--- src/rtl/core/ife_pkg.sv ---
// Shared constants, codes and handshake structs of the infix four-operator evaluator.
`timescale 1ns / 1ps

package ife_pkg;

    // Default arithmetic word width and the fixed width of the result port
    localparam int WORD_WIDTH_DEF = 32;
    localparam int VALUE_WIDTH    = 32;
    localparam int CHAR_WIDTH     = 8;
    localparam int DIGIT_WIDTH    = 4;

    // ASCII codes that the parser recognizes
    localparam logic [CHAR_WIDTH-1:0] CHAR_ZERO   = 8'h30;
    localparam logic [CHAR_WIDTH-1:0] CHAR_NINE   = 8'h39;
    localparam logic [CHAR_WIDTH-1:0] CHAR_PLUS   = 8'h2B;
    localparam logic [CHAR_WIDTH-1:0] CHAR_MINUS  = 8'h2D;
    localparam logic [CHAR_WIDTH-1:0] CHAR_TIMES  = 8'h2A;
    localparam logic [CHAR_WIDTH-1:0] CHAR_DIVIDE = 8'h2F;

    localparam logic [DIGIT_WIDTH-1:0] DECIMAL_BASE = 4'd10;

    // Pending operator of the expression being evaluated
    typedef enum logic [1:0] {
        OP_PLUS   = 2'd0,
        OP_SUB    = 2'd1,
        OP_TIMES  = 2'd2,
        OP_DIVIDE = 2'd3
    } op_t;

    // Operations of the serial arithmetic unit
    typedef enum logic [1:0] {
        ALU_ADD = 2'd0,
        ALU_NEG = 2'd1,
        ALU_MUL = 2'd2,
        ALU_DIV = 2'd3
    } alu_op_t;

    typedef struct packed {
        logic    start;
        alu_op_t op;
    } alu_req_t;

    typedef struct packed {
        logic done;
        logic overflow;
        logic zero_div;
    } alu_rsp_t;

endpackage

--- src/rtl/core/ife_alu.sv ---
// Serial arithmetic unit: bit-serial add and negate, shift-add multiply, restoring divide.
`timescale 1ns / 1ps

module ife_alu #(
    parameter int WORD_WIDTH = ife_pkg::WORD_WIDTH_DEF
) (
    input  logic                  aclk,
    input  logic                  aresetn,
    input  ife_pkg::alu_req_t     req,
    input  logic [WORD_WIDTH-1:0] opnd_a,
    input  logic [WORD_WIDTH-1:0] opnd_b,
    output ife_pkg::alu_rsp_t     rsp,
    output logic [WORD_WIDTH-1:0] result
);
    import ife_pkg::*;

    localparam int CNT_W = $clog2(WORD_WIDTH);
    localparam logic [CNT_W-1:0] CNT_LAST = CNT_W'(WORD_WIDTH - 1);

    typedef enum logic [2:0] {
        AS_IDLE = 3'b001,
        AS_RUN  = 3'b010,
        AS_FIN  = 3'b100
    } alu_state_t;

    alu_state_t            state_reg, state_next;
    alu_op_t               op_reg, op_next;
    logic [WORD_WIDTH-1:0] sh_a_reg, sh_a_next;
    logic [WORD_WIDTH-1:0] sh_b_reg, sh_b_next;
    logic [WORD_WIDTH-1:0] acc_reg, acc_next;
    logic [CNT_W-1:0]      cnt_reg, cnt_next;
    logic                  carry_reg, carry_next;
    logic                  sign_a_reg, sign_a_next;
    logic                  sign_b_reg, sign_b_next;
    logic                  neg_reg, neg_next;
    logic                  zdiv_reg, zdiv_next;
    logic [WORD_WIDTH-1:0] result_reg, result_next;
    logic                  done_reg, done_next;
    logic                  ovf_reg, ovf_next;
    logic                  dz_reg, dz_next;

    logic [WORD_WIDTH-1:0] mag_a;
    logic [WORD_WIDTH-1:0] mag_b;
    logic                  ser_bit;
    logic                  ser_carry;
    logic [WORD_WIDTH:0]   mul_sum;
    logic [WORD_WIDTH-1:0] div_shift;
    logic [WORD_WIDTH:0]   div_trial;
    logic [WORD_WIDTH-1:0] sh_b_neg;

    // Operand magnitudes for multiply and divide
    assign mag_a = opnd_a[WORD_WIDTH-1] ? (WORD_WIDTH'(0) - opnd_a) : opnd_a;
    assign mag_b = opnd_b[WORD_WIDTH-1] ? (WORD_WIDTH'(0) - opnd_b) : opnd_b;

    // One full-adder bit per cycle for add and negate
    assign ser_bit   = sh_a_reg[0] ^ sh_b_reg[0] ^ carry_reg;
    assign ser_carry = (sh_a_reg[0] & sh_b_reg[0]) | (sh_a_reg[0] & carry_reg)
                     | (sh_b_reg[0] & carry_reg);

    // Shift-add step: add multiplicand when the low multiplier bit is set
    assign mul_sum = {1'b0, acc_reg} + (sh_b_reg[0] ? {1'b0, sh_a_reg} : '0);

    // Restoring divide step: bring down the next dividend bit and trial subtract
    assign div_shift = {acc_reg[WORD_WIDTH-2:0], sh_b_reg[WORD_WIDTH-1]};
    assign div_trial = {1'b0, div_shift} - {1'b0, sh_a_reg};

    assign sh_b_neg = WORD_WIDTH'(0) - sh_b_reg;

    always_comb begin
        state_next  = state_reg;
        op_next     = op_reg;
        sh_a_next   = sh_a_reg;
        sh_b_next   = sh_b_reg;
        acc_next    = acc_reg;
        cnt_next    = cnt_reg;
        carry_next  = carry_reg;
        sign_a_next = sign_a_reg;
        sign_b_next = sign_b_reg;
        neg_next    = neg_reg;
        zdiv_next   = zdiv_reg;
        result_next = result_reg;
        ovf_next    = ovf_reg;
        dz_next     = dz_reg;
        done_next   = 1'b0;

        case (state_reg)
            AS_IDLE: begin
                // Latch operands on start
                if (req.start) begin
                    op_next     = req.op;
                    cnt_next    = '0;
                    acc_next    = '0;
                    carry_next  = 1'b0;
                    neg_next    = opnd_a[WORD_WIDTH-1] ^ opnd_b[WORD_WIDTH-1];
                    zdiv_next   = (opnd_b == '0);
                    sign_a_next = opnd_a[WORD_WIDTH-1];
                    sign_b_next = opnd_b[WORD_WIDTH-1];
                    state_next  = AS_RUN;
                    case (req.op)
                        ALU_ADD: begin
                            sh_a_next = opnd_a;
                            sh_b_next = opnd_b;
                        end
                        ALU_NEG: begin
                            // 0 + ~a + 1
                            sh_a_next   = '0;
                            sh_b_next   = ~opnd_a;
                            carry_next  = 1'b1;
                            sign_a_next = 1'b0;
                            sign_b_next = ~opnd_a[WORD_WIDTH-1];
                        end
                        ALU_MUL: begin
                            sh_a_next = mag_a;
                            sh_b_next = mag_b;
                        end
                        ALU_DIV: begin
                            sh_a_next = mag_b;
                            sh_b_next = mag_a;
                        end
                        default: begin
                            sh_a_next = opnd_a;
                            sh_b_next = opnd_b;
                        end
                    endcase
                end
            end

            AS_RUN: begin
                // Advance one bit per cycle
                case (op_reg)
                    ALU_ADD, ALU_NEG: begin
                        acc_next   = {ser_bit, acc_reg[WORD_WIDTH-1:1]};
                        carry_next = ser_carry;
                        sh_a_next  = {1'b0, sh_a_reg[WORD_WIDTH-1:1]};
                        sh_b_next  = {1'b0, sh_b_reg[WORD_WIDTH-1:1]};
                    end
                    ALU_MUL: begin
                        acc_next  = mul_sum[WORD_WIDTH:1];
                        sh_b_next = {mul_sum[0], sh_b_reg[WORD_WIDTH-1:1]};
                    end
                    ALU_DIV: begin
                        if (!div_trial[WORD_WIDTH]) begin
                            acc_next  = div_trial[WORD_WIDTH-1:0];
                            sh_b_next = {sh_b_reg[WORD_WIDTH-2:0], 1'b1};
                        end else begin
                            acc_next  = div_shift;
                            sh_b_next = {sh_b_reg[WORD_WIDTH-2:0], 1'b0};
                        end
                    end
                    default: begin
                        acc_next = acc_reg;
                    end
                endcase
                cnt_next = cnt_reg + 1'b1;
                if (cnt_reg == CNT_LAST) begin
                    state_next = AS_FIN;
                end
            end

            AS_FIN: begin
                // Apply sign, check range, report
                dz_next = 1'b0;
                case (op_reg)
                    ALU_ADD, ALU_NEG: begin
                        result_next = acc_reg;
                        ovf_next    = (sign_a_reg == sign_b_reg)
                                   && (acc_reg[WORD_WIDTH-1] != sign_a_reg);
                    end
                    ALU_MUL: begin
                        result_next = neg_reg ? sh_b_neg : sh_b_reg;
                        ovf_next    = (|acc_reg) || (sh_b_reg[WORD_WIDTH-1]
                                   && (!neg_reg || (|sh_b_reg[WORD_WIDTH-2:0])));
                    end
                    ALU_DIV: begin
                        if (zdiv_reg) begin
                            result_next = '0;
                            ovf_next    = 1'b0;
                            dz_next     = 1'b1;
                        end else begin
                            result_next = neg_reg ? sh_b_neg : sh_b_reg;
                            ovf_next    = !neg_reg && sh_b_reg[WORD_WIDTH-1];
                        end
                    end
                    default: begin
                        result_next = acc_reg;
                        ovf_next    = 1'b0;
                    end
                endcase
                done_next  = 1'b1;
                state_next = AS_IDLE;
            end

            default: begin
                state_next = AS_IDLE;
            end
        endcase
    end

    always_ff @(posedge aclk) begin
        if (!aresetn) begin
            state_reg <= AS_IDLE;
            done_reg  <= 1'b0;
        end else begin
            state_reg <= state_next;
            done_reg  <= done_next;
        end
        op_reg     <= op_next;
        sh_a_reg   <= sh_a_next;
        sh_b_reg   <= sh_b_next;
        acc_reg    <= acc_next;
        cnt_reg    <= cnt_next;
        carry_reg  <= carry_next;
        sign_a_reg <= sign_a_next;
        sign_b_reg <= sign_b_next;
        neg_reg    <= neg_next;
        zdiv_reg   <= zdiv_next;
        result_reg <= result_next;
        ovf_reg    <= ovf_next;
        dz_reg     <= dz_next;
    end

    assign rsp.done     = done_reg;
    assign rsp.overflow = ovf_reg;
    assign rsp.zero_div = dz_reg;
    assign result       = result_reg;

endmodule

--- src/rtl/core/infix_four_op_evaluator.sv ---
// Top level of the infix four-operator evaluator: character parser and sequencer.
// Usage: feed an infix expression over non-negative integers one ASCII character per
// transfer on s_char_code, with s_is_last high on its final character. Digits build
// the current number, + - * / apply the pending operator (* and / bind tighter), and
// any other code is skipped like a space. One result transfer on m_value, m_overflow
// and m_divide_by_zero follows the last character; m_value is 0 on a zero divisor.
// Timing: every arithmetic step runs through the serial unit, one bit per cycle, and
// holds the sequencer through its launch, bit-serial run, finish and done. A digit
// takes two steps (times ten, add digit); an operator takes one step, two when the
// pending operator is minus (a negate follows the sum); a skipped character takes
// no step. The last character adds the flush of the pending operator and the final
// sum: the output register loads after two to five further steps, once it is free.
// One character is in flight at a time: s_ready is high only while the sequencer
// waits for input.
// Reset clears the number, sum, term, pending operator (plus) and both flags, so a new
// expression starts clean; the block returns to that state after each result.
// When the receiver stalls, the result holds in the output register; the next
// character is still taken, and a following result waits until the register frees.
`timescale 1ns / 1ps

module infix_four_op_evaluator #(
    parameter int WORD_WIDTH = ife_pkg::WORD_WIDTH_DEF
) (
    input  logic                                   aclk,
    input  logic                                   aresetn,
    input  logic                                   s_valid,
    output logic                                   s_ready,
    input  logic [ife_pkg::CHAR_WIDTH-1:0]         s_char_code,
    input  logic                                   s_is_last,
    output logic                                   m_valid,
    input  logic                                   m_ready,
    output logic signed [ife_pkg::VALUE_WIDTH-1:0] m_value,
    output logic                                   m_overflow,
    output logic                                   m_divide_by_zero
);
    import ife_pkg::*;

    typedef enum logic [6:0] {
        TS_IDLE      = 7'b0000001,
        TS_DIG_MUL   = 7'b0000010,
        TS_DIG_ADD   = 7'b0000100,
        TS_APPLY     = 7'b0001000,
        TS_APPLY_NEG = 7'b0010000,
        TS_FINAL     = 7'b0100000,
        TS_EMIT      = 7'b1000000
    } top_state_t;

    top_state_t                   state_reg, state_next;
    logic                         launched_reg, launched_next;
    logic [WORD_WIDTH-1:0]        cur_reg, cur_next;
    logic [WORD_WIDTH-1:0]        sum_reg, sum_next;
    logic [WORD_WIDTH-1:0]        term_reg, term_next;
    logic [WORD_WIDTH-1:0]        total_reg, total_next;
    op_t                          op_reg, op_next;
    op_t                          new_op_reg, new_op_next;
    logic                         op_char_reg, op_char_next;
    logic                         last_reg, last_next;
    logic [DIGIT_WIDTH-1:0]       digit_reg, digit_next;
    logic                         ovf_seen_reg, ovf_seen_next;
    logic                         zdiv_seen_reg, zdiv_seen_next;
    logic                         m_valid_reg, m_valid_next;
    logic signed [VALUE_WIDTH-1:0] m_value_reg, m_value_next;
    logic                         m_ovf_reg, m_ovf_next;
    logic                         m_dz_reg, m_dz_next;

    alu_req_t              alu_req;
    alu_rsp_t              alu_rsp;
    logic [WORD_WIDTH-1:0] alu_a;
    logic [WORD_WIDTH-1:0] alu_b;
    logic [WORD_WIDTH-1:0] alu_result;

    logic [CHAR_WIDTH-1:0]  char_diff;
    logic                   char_is_digit;
    logic                   char_is_op;
    op_t                    char_op;
    top_state_t             apply_exit;
    logic [VALUE_WIDTH-1:0] total_low;

    ife_alu #(
        .WORD_WIDTH(WORD_WIDTH)
    ) u_alu (
        .aclk    (aclk),
        .aresetn (aresetn),
        .req     (alu_req),
        .opnd_a  (alu_a),
        .opnd_b  (alu_b),
        .rsp     (alu_rsp),
        .result  (alu_result)
    );

    // Fit the word to the 32-bit result port
    generate
        if (WORD_WIDTH >= VALUE_WIDTH) begin : g_value_trunc
            assign total_low = total_reg[VALUE_WIDTH-1:0];
        end else begin : g_value_sext
            assign total_low = {{(VALUE_WIDTH - WORD_WIDTH){total_reg[WORD_WIDTH-1]}},
                                total_reg};
        end
    endgenerate

    // Classify the incoming character
    assign char_diff = s_char_code - CHAR_ZERO;

    always_comb begin
        char_is_digit = s_char_code inside {[CHAR_ZERO:CHAR_NINE]};
        char_is_op    = s_char_code inside {CHAR_PLUS, CHAR_MINUS, CHAR_TIMES, CHAR_DIVIDE};
        case (s_char_code)
            CHAR_PLUS:  char_op = OP_PLUS;
            CHAR_MINUS: char_op = OP_SUB;
            CHAR_TIMES: char_op = OP_TIMES;
            default:    char_op = OP_DIVIDE;
        endcase
    end

    // After an operator's apply, take the new operator (and flush it when it was last); after the flush, form the total
    assign apply_exit = op_char_reg ? (last_reg ? TS_APPLY : TS_IDLE) : TS_FINAL;

    assign s_ready = (state_reg == TS_IDLE);

    always_comb begin
        state_next     = state_reg;
        launched_next  = launched_reg;
        cur_next       = cur_reg;
        sum_next       = sum_reg;
        term_next      = term_reg;
        total_next     = total_reg;
        op_next        = op_reg;
        new_op_next    = new_op_reg;
        op_char_next   = op_char_reg;
        last_next      = last_reg;
        digit_next     = digit_reg;
        ovf_seen_next  = ovf_seen_reg;
        zdiv_seen_next = zdiv_seen_reg;
        m_valid_next   = m_valid_reg && !m_ready;
        m_value_next   = m_value_reg;
        m_ovf_next     = m_ovf_reg;
        m_dz_next      = m_dz_reg;
        alu_req.start  = 1'b0;
        alu_req.op     = ALU_ADD;
        alu_a          = sum_reg;
        alu_b          = term_reg;

        // Collect flags from each finished step
        if (alu_rsp.done) begin
            ovf_seen_next  = ovf_seen_reg | alu_rsp.overflow;
            zdiv_seen_next = zdiv_seen_reg | alu_rsp.zero_div;
            launched_next  = 1'b0;
        end

        case (state_reg)
            TS_IDLE: begin
                // Take one character
                if (s_valid) begin
                    last_next    = s_is_last;
                    digit_next   = char_diff[DIGIT_WIDTH-1:0];
                    op_char_next = 1'b0;
                    if (char_is_digit) begin
                        state_next = TS_DIG_MUL;
                    end else if (char_is_op) begin
                        new_op_next  = char_op;
                        op_char_next = 1'b1;
                        state_next   = TS_APPLY;
                    end else if (s_is_last) begin
                        state_next = TS_APPLY;
                    end
                end
            end

            TS_DIG_MUL: begin
                alu_req.op = ALU_MUL;
                alu_a      = cur_reg;
                alu_b      = WORD_WIDTH'(DECIMAL_BASE);
                if (alu_rsp.done) begin
                    cur_next   = alu_result;
                    state_next = TS_DIG_ADD;
                end
            end

            TS_DIG_ADD: begin
                alu_req.op = ALU_ADD;
                alu_a      = cur_reg;
                alu_b      = WORD_WIDTH'(digit_reg);
                if (alu_rsp.done) begin
                    cur_next   = alu_result;
                    state_next = last_reg ? TS_APPLY : TS_IDLE;
                end
            end

            TS_APPLY: begin
                // Plus and minus close the last term; times and divide act on it
                case (op_reg)
                    OP_TIMES: begin
                        alu_req.op = ALU_MUL;
                        alu_a      = term_reg;
                        alu_b      = cur_reg;
                    end
                    OP_DIVIDE: begin
                        alu_req.op = ALU_DIV;
                        alu_a      = term_reg;
                        alu_b      = cur_reg;
                    end
                    default: begin
                        alu_req.op = ALU_ADD;
                        alu_a      = sum_reg;
                        alu_b      = term_reg;
                    end
                endcase
                if (alu_rsp.done) begin
                    case (op_reg)
                        OP_PLUS: begin
                            sum_next   = alu_result;
                            term_next  = cur_reg;
                            cur_next   = '0;
                            state_next = apply_exit;
                            if (op_char_reg) begin
                                op_next      = new_op_reg;
                                op_char_next = 1'b0;
                            end
                        end
                        OP_SUB: begin
                            sum_next   = alu_result;
                            state_next = TS_APPLY_NEG;
                        end
                        default: begin
                            term_next  = alu_result;
                            cur_next   = '0;
                            state_next = apply_exit;
                            if (op_char_reg) begin
                                op_next      = new_op_reg;
                                op_char_next = 1'b0;
                            end
                        end
                    endcase
                end
            end

            TS_APPLY_NEG: begin
                alu_req.op = ALU_NEG;
                alu_a      = cur_reg;
                alu_b      = '0;
                if (alu_rsp.done) begin
                    term_next  = alu_result;
                    cur_next   = '0;
                    state_next = apply_exit;
                    if (op_char_reg) begin
                        op_next      = new_op_reg;
                        op_char_next = 1'b0;
                    end
                end
            end

            TS_FINAL: begin
                alu_req.op = ALU_ADD;
                alu_a      = sum_reg;
                alu_b      = term_reg;
                if (alu_rsp.done) begin
                    total_next = alu_result;
                    state_next = TS_EMIT;
                end
            end

            TS_EMIT: begin
                // Load the output register once free, then start a new expression
                if (!m_valid_reg || m_ready) begin
                    m_valid_next   = 1'b1;
                    m_value_next   = zdiv_seen_reg ? '0 : total_low;
                    m_ovf_next     = ovf_seen_reg;
                    m_dz_next      = zdiv_seen_reg;
                    cur_next       = '0;
                    sum_next       = '0;
                    term_next      = '0;
                    op_next        = OP_PLUS;
                    ovf_seen_next  = 1'b0;
                    zdiv_seen_next = 1'b0;
                    state_next     = TS_IDLE;
                end
            end

            default: begin
                state_next = TS_IDLE;
            end
        endcase

        // Launch one step on entry to each arithmetic state
        if (!launched_reg && (state_reg inside {TS_DIG_MUL, TS_DIG_ADD, TS_APPLY,
                                                TS_APPLY_NEG, TS_FINAL})) begin
            alu_req.start = 1'b1;
            launched_next = 1'b1;
        end
    end

    always_ff @(posedge aclk) begin
        if (!aresetn) begin
            state_reg     <= TS_IDLE;
            launched_reg  <= 1'b0;
            cur_reg       <= '0;
            sum_reg       <= '0;
            term_reg      <= '0;
            op_reg        <= OP_PLUS;
            op_char_reg   <= 1'b0;
            last_reg      <= 1'b0;
            ovf_seen_reg  <= 1'b0;
            zdiv_seen_reg <= 1'b0;
            m_valid_reg   <= 1'b0;
        end else begin
            state_reg     <= state_next;
            launched_reg  <= launched_next;
            cur_reg       <= cur_next;
            sum_reg       <= sum_next;
            term_reg      <= term_next;
            op_reg        <= op_next;
            op_char_reg   <= op_char_next;
            last_reg      <= last_next;
            ovf_seen_reg  <= ovf_seen_next;
            zdiv_seen_reg <= zdiv_seen_next;
            m_valid_reg   <= m_valid_next;
        end
        total_reg   <= total_next;
        new_op_reg  <= new_op_next;
        digit_reg   <= digit_next;
        m_value_reg <= m_value_next;
        m_ovf_reg   <= m_ovf_next;
        m_dz_reg    <= m_dz_next;
    end

    assign m_valid          = m_valid_reg;
    assign m_value          = m_value_reg;
    assign m_overflow       = m_ovf_reg;
    assign m_divide_by_zero = m_dz_reg;

endmodule

--- config.mk ---
export PLATFORM = sky130hd
export DESIGN_NAME = infix_four_op_evaluator
export DESIGN_NICKNAME = d
export VERILOG_FILES = /design/src/rtl/core/ife_pkg.sv /design/src/rtl/core/ife_alu.sv /design/src/rtl/core/infix_four_op_evaluator.sv
export SDC_FILE = /design/constraint.sdc
export NUM_CORES = 1
export LEC_CHECK = 0
export CAP_MARGIN = 0
export CORE_MARGIN = 10
export CORE_UTILIZATION = 45
export DETAILED_ROUTE_END_ITERATION = 16
export DONT_BUFFER_PORTS = 1
export PLACE_DENSITY_LB_ADDON = 0.05
export REMOVE_ABC_BUFFERS = 1
export SLEW_MARGIN = 20
export SYNTH_ARGS = -nofsm -noshare
export SYNTH_HDL_FRONTEND = slang
export SYNTH_SLANG_ARGS = --single-unit
--- constraint.sdc ---
create_clock -name aclk -period 4.15 [get_ports aclk]
set_input_delay 0.2075 -clock aclk [delete_from_list [all_inputs] [get_ports aclk]]
set_output_delay 0.2075 -clock aclk [all_outputs]
set_load 0.005 [all_outputs]
== Word level (Yosys, flattened, before mapping) ==
Index checks and enable logic that the tools add are counted.
Storage, ports and cells
  register bits: 329
Operators by class
  mux-type cells: 89
  reduce and logical (&&, ||, !) cells: 45
  equal/unequal tests: 40
  order comparisons: 2
  bitwise operators: 13
  $add $sub $neg: 7
Operators with widths (count)
  32-bit 2-to-1 mux: 20
  32-bit case mux with 4 select lines: 4
  32-bit case mux with 2 select lines: 6
  32-bit case mux with 3 select lines: 4
  1-bit by 32-bit subtractor with 32-bit output, first input constant: 3
  7-bit 2-to-1 mux: 12
  7-bit case mux with 7 select lines: 1
  32-bit by 33-bit adder with 33-bit output: 1
  32-bit by 32-bit subtractor with 33-bit output: 1
  8-bit by 6-bit equality test with 1-bit output, second input constant: 4
  32-bit zero test: 1
  32-bit inverter: 1
  32-bit OR reduction: 1
  31-bit OR reduction: 1
  1-bit 2-to-1 mux: 24
  2-bit case mux with 3 select lines: 3
  2-bit by 1-bit inequality test with 1-bit output, second input constant: 8
  2-bit equality test, second input constant: 6
  2-bit AND reduction: 6
  2-bit 2-to-1 mux: 5
  2-bit inequality test, second input constant: 5
  5-bit case mux with 2 select lines: 1
  5-bit AND reduction: 2
  8-bit by 6-bit greater-or-equal comparator with 1-bit output, second input constant: 1
  other kinds (43): 75

== Logic depth before layout (Yosys ltp) ==
Gate-level depths: netlist of the first run.
  depth after elaboration: 9
  mapped depth: 16

== Hierarchy ==
A second synthesis of the first run with hierarchy kept.
Unflattened totals
  cell total of the unflattened synthesis: 2522
  area, all modules: 22155.0 um^2
Modules (own cells, without submodules)
  ife_alu: times used 1, cells an instance 1780, area each 14263.7 um^2
  infix_four_op_evaluator: times used 1, cells an instance 742, area each 7891.3 um^2

== Worst setup path before layout of the first run ==
No wires, ideal clock.
  path kind: register to register
  start: register state_reg[4]
  end: register u_alu.acc_reg[0] (enable)
  arrival time: 3.617 ns
  path buffers: 2
  required time: 3.721 ns
  path slack: 0.104 ns
  cell stages (with the launch flop): 9
  cell sequence: dfxtp_1 buf_2 nor4b_2 a221o_1 buf_2 a21oi_1 or4b_2 or2_2 nand2_1
On the way
  word-level cells in the longest chain between the ends: 6
RTL lines
  start: declaration: RTL line infix_four_op_evaluator.sv:48  | top_state_t state_reg, state_next;
  start signal: assignment: RTL line infix_four_op_evaluator.sv:306  | state_reg <= state_next;
  7-bit by 2-bit equality test with 1-bit output, or another cell as far along: RTL line infix_four_op_evaluator.sv:285  | if (!launched_reg && (state_reg inside {TS_DIG_MUL, TS_DIG_ADD, TS_APPLY,
  5-bit nonzero test (*): RTL line infix_four_op_evaluator.sv:285
  1-bit logical AND (*): RTL line infix_four_op_evaluator.sv:285
  1-bit 2-to-1 mux (*): RTL line infix_four_op_evaluator.sv:285
  2-bit inequality test (no line) (*)
  2-bit AND reduction (no line) (*)
  end signal: assignment: RTL line ife_alu.sv:210  | acc_reg <= acc_next;
  end: declaration: RTL line ife_alu.sv:30  | logic [WORD_WIDTH-1:0] acc_reg, acc_next;
Mark *: on every way between the ends. The rest lies on a longest branch, timed or not.
A chain may end at the register's enable or synchronous reset.

== Worst setup path after layout of the first run ==
  start: register u_alu.sh_b_reg[14]
  end: register u_alu.result_reg[31], in the netlist u_alu.result[31] (data pin)
On the way
  word-level cells in the longest chain between the ends: 4
RTL lines
  start: declaration: RTL line ife_alu.sv:29  | logic [WORD_WIDTH-1:0] sh_b_reg, sh_b_next;
  start signal: assignment: RTL line ife_alu.sv:209  | sh_b_reg <= sh_b_next;
  1-bit by 32-bit subtractor with 32-bit output (*): RTL line ife_alu.sv:67  | assign sh_b_neg = WORD_WIDTH'(0) - sh_b_reg;
  32-bit 2-to-1 mux (*): RTL line ife_alu.sv:170, ife_alu.sv:180
  32-bit 2-to-1 mux: RTL line ife_alu.sv:175  | if (zdiv_reg) begin
  32-bit case mux with 3 select lines (*): RTL line ife_alu.sv:163  | case (op_reg)
  end signal: assignment: RTL line ife_alu.sv:217  | result_reg <= result_next;
  end: declaration: RTL line ife_alu.sv:37  | logic [WORD_WIDTH-1:0] result_reg, result_next;
Marked as above.

==> reports/results.tsv, run 1 <==
metric	value	unit
status	complete, no violations	
synth-edff-count	214	
synth-main-ff-cell	edfxtp_1	
crit_slowest_cell	or4_4	
grt_pass1_vias	19000	
firstDrtPassIters	6	
drv_slew	0	
reg2reg_depth	10	
crit_fanout	4	
max_freq	247	MHz
p_per_area	405	nW/um^2
grt_usage	0.270	
path_class	reg2reg	
r2r-start	u_alu.sh_b_reg[14]$_DFFE_PP_	
dieArea	58100	um^2
reg2reg_slack	0.11	ns
drtIter0Drc	2478	
hold-path-endpoint	m_valid$_SDFF_PN0_	
min_period	4.04	ns
p_leak	0.00953	uW
cp-start-kind	register	
clk_pin_slew	0.06	ns
row_count	80	
vdd_drop_max	0.000258	V
routed_wl	80400	um
fin_nets	2604	
antenna_found_initial	5	
hold_path_depth	2	
wl_met2	34700	um
yosysTopAreaCell	edfxtp_1	
tritoncts	yes	
grt_setup_unrepaired	yes	
cts_max_level	2	
hold_violations	0	
viasPerCell	6.49	
tightest_slew	1.05	ns
async_reset_ff_frac	0	
worstPathCellList	or4_4, or4_4, or3_4, or3_4, or4_4, or2_1, or4_4, o41ai_2, xnor2_1, o22ai_2	
m1WireLength	36700	um
worstSkewPairLatency	0.58	ns
synthMostInstantiatedCell	nand2_1	
via_count	20500	
totalPowerFinal	10200	uW
worst_ep_arrival_time	4.34	ns
path_buf_inv	0	
max-cap-violations	0	
dpl_cell_area	23600	um^2
yosys-top-cells-count	nand2_1, edfxtp_1, nor2_1	
grt-ovfl-total	0	
ys_types	87	
synthToLayoutAreaGrowth	14.7	%
fp.dieW	241	um
endpoint_kind	register	
drtAntennaViolNets	0	
path_common_cell	or4_4	
finalSetupViolations	0	
io_pins	49	
clock_path_buffers	3	
drive_gt1_frac	0.127	
final_area	25200	um^2
synth_top_cell_area_share	0.292	
grt_pass1_wl	120000	um
synthTopCellsByArea	edfxtp_1, dfxtp_1, nand2_1	
r2r_end	u_alu.result[31]$_DFFE_PP_	
drc_errors	0	
postSynthCellCount	2463	
hold_start	m_ready	
route.met3.wl	6930	um
avgSynthCellArea	8.93	um^2
cts.sinks	329	
wire_per_inst	25.4	um
synth-seq-cells	329	
cpLargestDelayFamily	simple AND/OR/NAND/NOR gates	
antenna_cells	0	
critical_path_required	4.45	ns
yosys_warnings	0	
die_h	241	um
min_period_over_period	0.974	
cts_buffers	40	
core	48000	um^2
numPortBuffers	0	
min_path_type	in2reg	
grt_start_max_net_pins	114	
seq_area_frac_synth	0.397	
whs	0.0167	ns
maxSlewHeadroom	0.297	
place.gp.congestion	0.942	
crit_path_max_incr_delay	0.56	ns
skew	0.0262	ns
syn_area	22000	um^2
cts-root-buf	clkbuf_16	
hpwl	58100	um
start_util	0.458	
highest_layer	met5	
[report_power, final]
part	switching (uW)	internal (uW)	leakage (uW)
Sequential	232	3720	0.00289
Combinational	1590	960	0.00597
Clock	1530	2180	0.000663
[worst reg2reg max path, cell delays in order, from the launching register on]
cell and delay [ns]:
edfxtp_1 0.39, or4_4 0.56, or4_4 0.44, or3_4 0.35
or3_4 0.35, or4_4 0.44, or2_1 0.28, or4_4 0.44
o41ai_2 0.28, xnor2_1 0.18, o22ai_2 0.08
[cell type report]
type	count	area, um^2
clock buffer	47	1070
tap	615	769
clock inverter	25	289
multi-input combinational	1892	12600
timing repair buffer	183	1540
sequential	329	8730
inverter	72	270
fill	4477	22800
[cell usage in the layout, fill, tap and decap left out, drive strengths merged, types with 22 or more instances in the layout]
master and count:
o21ai 140, o211a 33, xnor2 67, nor3 32, a222oi 22, nand3 109
a31oi 35, a22oi 58, xor2 74, edfxtp 214, buf 175, nor2b 47
ha 70, nor2 152, a21boi 83, inv 74, mux2i 27, a21o 30
a22o 33, a21oi 147, nand2 300, a221oi 47, clkbuf 48, dfxtp 115
o22ai 27, and2 24
[cells by family after synthesis]
family / after synthesis / synth area share
xor gates and xnor gates: 141 / 0.0561
muxes: 42 / 0.0200
adders and majority gates: 73 / 0.0425
and+or+nand+nor: 782 / 0.168
AOI/OAI and AO/OA: 854 / 0.275
buffers and inverters: 242 / 0.0418
DFF: 329 / 0.397
[per-stage QoR]
stage	utilization	setup TNS (ns)	instances	setup WS, ns
finish	0.525	0	3163	0.108
floorplan	-	-167.57	2293	-2.38
global placement	0.489	0	3065	0.0888
global route	0.525	-0.0451	3163	-0.0401
detailed placement	0.490	-0.00113	3067	-0.00113
CTS	0.521	0	3148	0.000588
[how the worst max path moves through the flow]
stage | start | endpoint | cells after the start
final | u_alu.sh_b_reg[14]$_DFFE_PP_ | u_alu.result[31]$_DFFE_PP_ | 10
after global routing | state_reg[3]$_SDFFE_PN0P_ | u_alu.sh_b_reg[29]$_DFFE_PP_ | 14
after CTS | u_alu.sh_b_reg[31]$_DFFE_PP_ | u_alu.acc_reg[3]$_SDFFCE_PN0P_ | 16
after detailed placement | state_reg[2]$_SDFFE_PN0P_ | u_alu.sh_b_reg[29]$_DFFE_PP_ | 12
after global placement | u_alu.sh_b_reg[31]$_DFFE_PP_ | u_alu.acc_reg[3]$_SDFFCE_PN0P_ | 16
after floorplan | state_reg[4]$_SDFFE_PN0P_ | u_alu.sh_b_reg[16]$_DFFE_PP_ | 8
[timing repair]
| action | in CTS | in global routing |
|---|---|---|
| hold buffers | 8 | 0 |
| gates resized for setup | 1 | 22 |
| setup endpoints to repair | 1 | 41 |
| gates cloned | 0 | 1 |
| hold endpoints to repair | 121 | 0 |
| pin swaps | 1 | 7 |
| buffers inserted | 1 | 14 |
[routing by layer]
| metal | track usage | up-vias |
|---|---|---|
| met5 | 0 | - |
| met4 | 0.0705 | 2 |
| met3 | 0.0444 | 108 |
| met2 | 0.404 | 1038 |
| met1 | 0.394 | 9946 |
| li1 | - | 9433 |
(Power assumes the default switching activity.)
==> run 2: changes to the inputs <==
- BUFFER_PORTS_ARGS: unset -> -buffer_cell sky130_fd_sc_hd__buf_2
- DONT_BUFFER_PORTS: 1 -> unset
==> reports/results.tsv, run 2 (synthesis results as in run 1) <==
metric	value	unit	change
synthToLayoutAreaGrowth	15.5	%	
status	complete, no violations		
cts.sinks	329		unchanged
wl_met2	34200	um	-1.5%
worst_ep_arrival_time	4.31	ns	-0.03 ns
worstPathCellList	or4_4, or4_4, or3_4, or3_4, or4_4, or2_4, or4_4, o41ai_4, xnor2_1, o22ai_2		
die_h	241	um	unchanged
route.met3.wl	7580	um	+9.4%
place.gp.congestion	0.930		-1.3%
grt_setup_unrepaired	yes		
grt-ovfl-total	0		unchanged
start_util	0.458		unchanged
p_leak	0.00964	uW	+1.2%
crit_fanout	4		unchanged
crit_path_max_incr_delay	0.56	ns	about the same
antenna_found_initial	3		-2
min_path_type	in2reg		
maxSlewHeadroom	0.312		+0.0150
critical_path_required	4.42	ns	-0.03 ns
cpLargestDelayFamily	simple AND/OR/NAND/NOR gates		
hpwl	57900	um	-0.35%
totalPowerFinal	9950	uW	-2.6%
max-cap-violations	0		unchanged
mostFrequentLayoutCell	nand2_1		
crit_slowest_cell	or4_4		
core	48000	um^2	unchanged
max_freq	248	MHz	about the same
path_class	reg2reg		
firstDrtPassIters	7		+1
skew	0.0186	ns	-0.00754 ns
path_common_cell	or4_4		
drtAntennaViolNets	0		unchanged
drive_gt1_frac	0.141		+0.0146
tritoncts	yes		
io_pins	49		unchanged
worstSkewPairLatency	0.57	ns	about the same
p_per_area	391	nW/um^2	-3.3%
finalSetupViolations	0		unchanged
final_cell_mix	nand2_1, edfxtp_1, buf_4		
viasPerCell	6.45		-0.58%
min_period_over_period	0.973		about the same
cts_max_level	2		unchanged
tightest_slew	1.03	ns	-0.0211 ns
numPortBuffers	48		+48
vdd_drop_max	0.000288	V	+11%
clock_path_buffers	3		unchanged
highest_layer	met4		
hold_violations	0		unchanged
grt_start_max_net_pins	114		unchanged
dieArea	58100	um^2	unchanged
row_count	80		unchanged
fp.dieW	241	um	unchanged
cts_buffers	39		-2.5%
fin_nets	2652		+1.8%
clk_pin_slew	0.06	ns	about the same
drv_slew	0		unchanged
routed_wl	80100	um	-0.36%
wire_per_inst	24.9	um	-1.9%
cp-start-kind	register		
via_count	20700		+0.99%
grt_usage	0.270		+0.000361
m1WireLength	36400	um	-1.0%
grt_pass1_wl	121000	um	+0.57%
endpoint_kind	register		
path_buf_inv	0		unchanged
final_core_util	0.529		+0.00365
min_period	4.04	ns	-0.00318 ns
drtIter0Drc	2439		-1.6%
cts-root-buf	clkbuf_16		
drc_errors	0		unchanged
grt_pass1_vias	19200		+1.3%
[run 2: changes by cell type in the layout (fill, tap and decap cells not counted), moves of 3 or more]
| cell | delta |
|---|---|
| nor3_1 | +3 |
| nor3_2 | -3 |
| buf_2 | +48 |
| bufinv_16 | -3 |
| clkinvlp_4 | +3 |
| clkbuf_1 | +4 |
[run 2: final timing paths]
| check | from | slack (ns) | to | cells after the start |
|---|---|---|---|---|
| worst min register to register | ovf_seen_reg$_SDFF_PN0_ | 0.44 | m_overflow$_DFFE_PP_ | 0 |
| worst max-delay path | u_alu.sh_b_reg[14]$_DFFE_PP_ | 0.11 | u_alu.result[31]$_DFFE_PP_ | 10 |
| worst max register to register | u_alu.sh_b_reg[14]$_DFFE_PP_ | 0.11 | u_alu.result[31]$_DFFE_PP_ | 10 |
| worst min-delay path | m_ready | 0.10 | m_valid$_SDFF_PN0_ | 3 |
[run 2: worst register-to-register path, cell delays in order (launching register included)]
cell and delay (ns):
edfxtp_1 0.39, or4_4 0.56, or4_4 0.44, or3_4 0.35, or3_4 0.35, or4_4 0.44
or2_4 0.27, or4_4 0.44, o41ai_4 0.24, xnor2_1 0.17, o22ai_2 0.08
[run 2: layout make-up]
| type | instances | area [um^2] |
|---|---|---|
| timing repair buffer | 232 | 1790 |
| inverter | 72 | 270 |
| fill | 4459 | 22600 |
| sequential | 329 | 8730 |
| clock inverter | 22 | 194 |
| tap | 615 | 769 |
| antenna | 1 | 2.50 |
| multi-input combinational | 1892 | 12600 |
| clock buffer | 50 | 1060 |
[run 2: metrics by stage]
stage	setup WS, ns	hold WS (ns)	TNS [ns]	cells	instance area (um^2)
2_1_floorplan	-2.38	0.306	-167.57	2293	21400
3_3_place_gp	0.0363	0.413	0	3123	23900
3_5_place_dp	-0.0204	0.418	-0.0204	3123	23900
4_1_cts	0.0183	0.0815	0	3201	25200
5_1_grt	-0.0510	0.132	-0.0921	3212	25400
6_report	0.112	0.102	0	3213	25400
[run 2: power by group]
part           leakage, uW  internal [uW]  switching, uW
Clock             0.000598           1950           1480
Combinational      0.00616            966           1590
Sequential         0.00289           3720            241
[run 2: what timing repair did]
action                                  in CTS  in global routing
endpoints found under the setup margin       2                 40
hold buffers                                 6                  0
resized for setup                            2                 26
pin swaps                                    1                 11
buffers inserted                             0                  8
endpoints found under the hold margin        7                  0
[run 2: routing by layer]
| metal | vias up | global-route usage |
|---|---|---|
| met5 | - | 0 |
| met4 | 0 | 0.0709 |
| met3 | 118 | 0.0504 |
| met2 | 986 | 0.400 |
| met1 | 10100 | 0.395 |
| li1 | 9537 | - |
==> run 3: changes to the inputs <==
- CORE_UTILIZATION: 45 -> 58
==> reports/results.tsv, run 3 (synthesis results as in run 1) <==
metric	value	unit	change
status	complete, no violations		
use_met3	0.0853		+0.0348
hpwl	54900	um	-5.3%
min_path_type	in2reg		
maxSlewHeadroom	0.242		-0.0705
cts.sinks	329		unchanged
grt_setup_unrepaired	yes		
viasPerCell	6.81		+5.5%
wire_per_inst	24.6	um	-1.4%
skew	0.0212	ns	+0.00258 ns
fin_nets	2634		-0.68%
register_area	8730	um^2	about the same
vdd_drop_max	0.000247	V	-14%
drc_errors	0		unchanged
io_pins	49		unchanged
dpl_cell_area	23500	um^2	-1.3%
fillCellCount	3120		-30%
whs	0.0521	ns	-0.0498 ns
tritoncts	yes		
worstSkewPairLatency	0.55	ns	-0.02 ns
cts-root-buf	clkbuf_16		
endpoint_kind	register		
firstDrtPassIters	9		+2
tightest_slew	1.13	ns	+0.104 ns
finalSetupViolations	0		unchanged
min_period_over_period	0.990		+0.0167
multiInputGateArea	12600	um^2	+0.31%
cts_max_level	2		unchanged
dieArea	46100	um^2	-21%
busiest_layer	met2		
dp_cells	3000		-3.9%
final_cell_mix	nand2_1, edfxtp_1, buf_4		
drtAntennaViolNets	0		unchanged
crit_fanout	4		unchanged
max-cap-violations	0		unchanged
die_h	215	um	-11%
numPortBuffers	48		unchanged
cts_buffers	37		-5.1%
start_util	0.586		+0.128
grt_util_met2	0.470		+0.0703
fin_setup_tns	0	ns	unchanged
path_class	reg2reg		
antenna_found_initial	0		-3
min_period	4.11	ns	+0.0694 ns
grt_pass1_wl	116000	um	-4.2%
mostFrequentLayoutCell	nand2_1		
routed_wl	75900	um	-5.3%
grt_pass1_vias	19700		+2.3%
met1_usage	0.429		+0.0349
cp-start-kind	register		
via_count	21000		+1.4%
clock_path_buffers	3		unchanged
p_leak	0.00955	uW	-0.97%
fp.dieW	215	um	-11%
hold_violations	0		unchanged
critical_path_required	4.42	ns	about the same
p_per_area	390	nW/um^2	-0.32%
drtIter0Drc	3056		+25%
core	37600	um^2	-22%
clk_pin_slew	0.06	ns	about the same
place.gp.congestion	0.977		+5.1%
reg2reg_slack	0.04	ns	-0.07 ns
drv_slew	0		unchanged
final_cells	3088		-3.9%
max_freq	243	MHz	-1.7%
row_count	71		-11%
grt_usage	0.314		+0.0439
worst_ep_arrival_time	4.38	ns	+0.07 ns
final_area	25000	um^2	-1.4%
drive_gt1_frac	0.137		-0.00467
synthToLayoutAreaGrowth	13.8	%	
grt-ovfl-total	0		unchanged
grt_start_max_net_pins	68		-40%
==> run 3: changes by cell type in the layout (fill, tap and decap cells not counted), sizes merged <==
cell / delta
a311o: +1
inv: -2
clkinvlp: -2
clkinv: +2
buf: -16
clkbuf: -4
dlygate4sd3: -1
bufinv: +1
==> run 3: timing repair <==
item	4_1_cts	5_1_grt
pin swaps	2	13
buffers inserted	4	10
hold buffers	5	0
hold endpoints to repair	7	0
resized for setup	4	34
cloned	0	1
setup endpoints to repair	18	67
==> run 3: path summary, 6_finish.rpt <==
path	startpoint	end	depth (start not counted)
worst max-delay path	u_alu.sh_b_reg[12]$_DFFE_PP_	u_alu.result[31]$_DFFE_PP_	10
worst min-delay path	s_valid	state_reg[0]$_SDFFE_PN1P_	4
worst max register to register	u_alu.sh_b_reg[12]$_DFFE_PP_	u_alu.result[31]$_DFFE_PP_	10
worst min register to register	ovf_seen_reg$_SDFF_PN0_	m_overflow$_DFFE_PP_	0
==> run 3: through the flow <==
stage | worst slack, ns | util | total power (uW)
floorplan | -2.38 | - | 5510
global placement | -0.0627 | 0.626 | 6370
detailed placement | -0.152 | 0.626 | 6420
CTS | 0.00323 | 0.660 | 9630
global route | -0.0728 | 0.666 | 10200
finish | 0.0422 | 0.666 | 9770
==> run 3: area by class of cell <==
| type | instances | area share |
|---|---|---|
| multi-input cells | 1893 | 0.504 |
| flip-flops and latches | 329 | 0.349 |
| repair buffers | 215 | 0.0635 |
| clock buffers | 46 | 0.0392 |
| well taps | 511 | 0.0255 |
| inverters | 72 | 0.0108 |
| clock inverters | 21 | 0.00794 |
| diodes | 1 | 0.0000999 |
==> run 3: critical path, stage by stage, from the launching register on <==
cell and delay [ns]:
edfxtp_1 0.41, or4_4 0.54, or4_4 0.44, or3_4 0.35, or3_4 0.36, or4_4 0.44, or2_4 0.28, or4_4 0.44
o41ai_4 0.30, xnor2_1 0.19, o22ai_2 0.08
==> run 3: power breakdown <==
| group | switching [uW] | leakage, uW | internal (uW) |
|---|---|---|---|
| clock network | 1380 | 0.000567 | 1870 |
| registers | 248 | 0.00289 | 3720 |
| logic | 1590 | 0.00609 | 955 |
==> run 3: per-layer routing <==
layer	wire length, um	part of all wire	vias to the layer above
met1	30900	0.41	10100
met3	9520	0.13	165
met4	2730	0.036	0
li1	-	-	9492
met5	0	0	-
met2	32700	0.43	1284
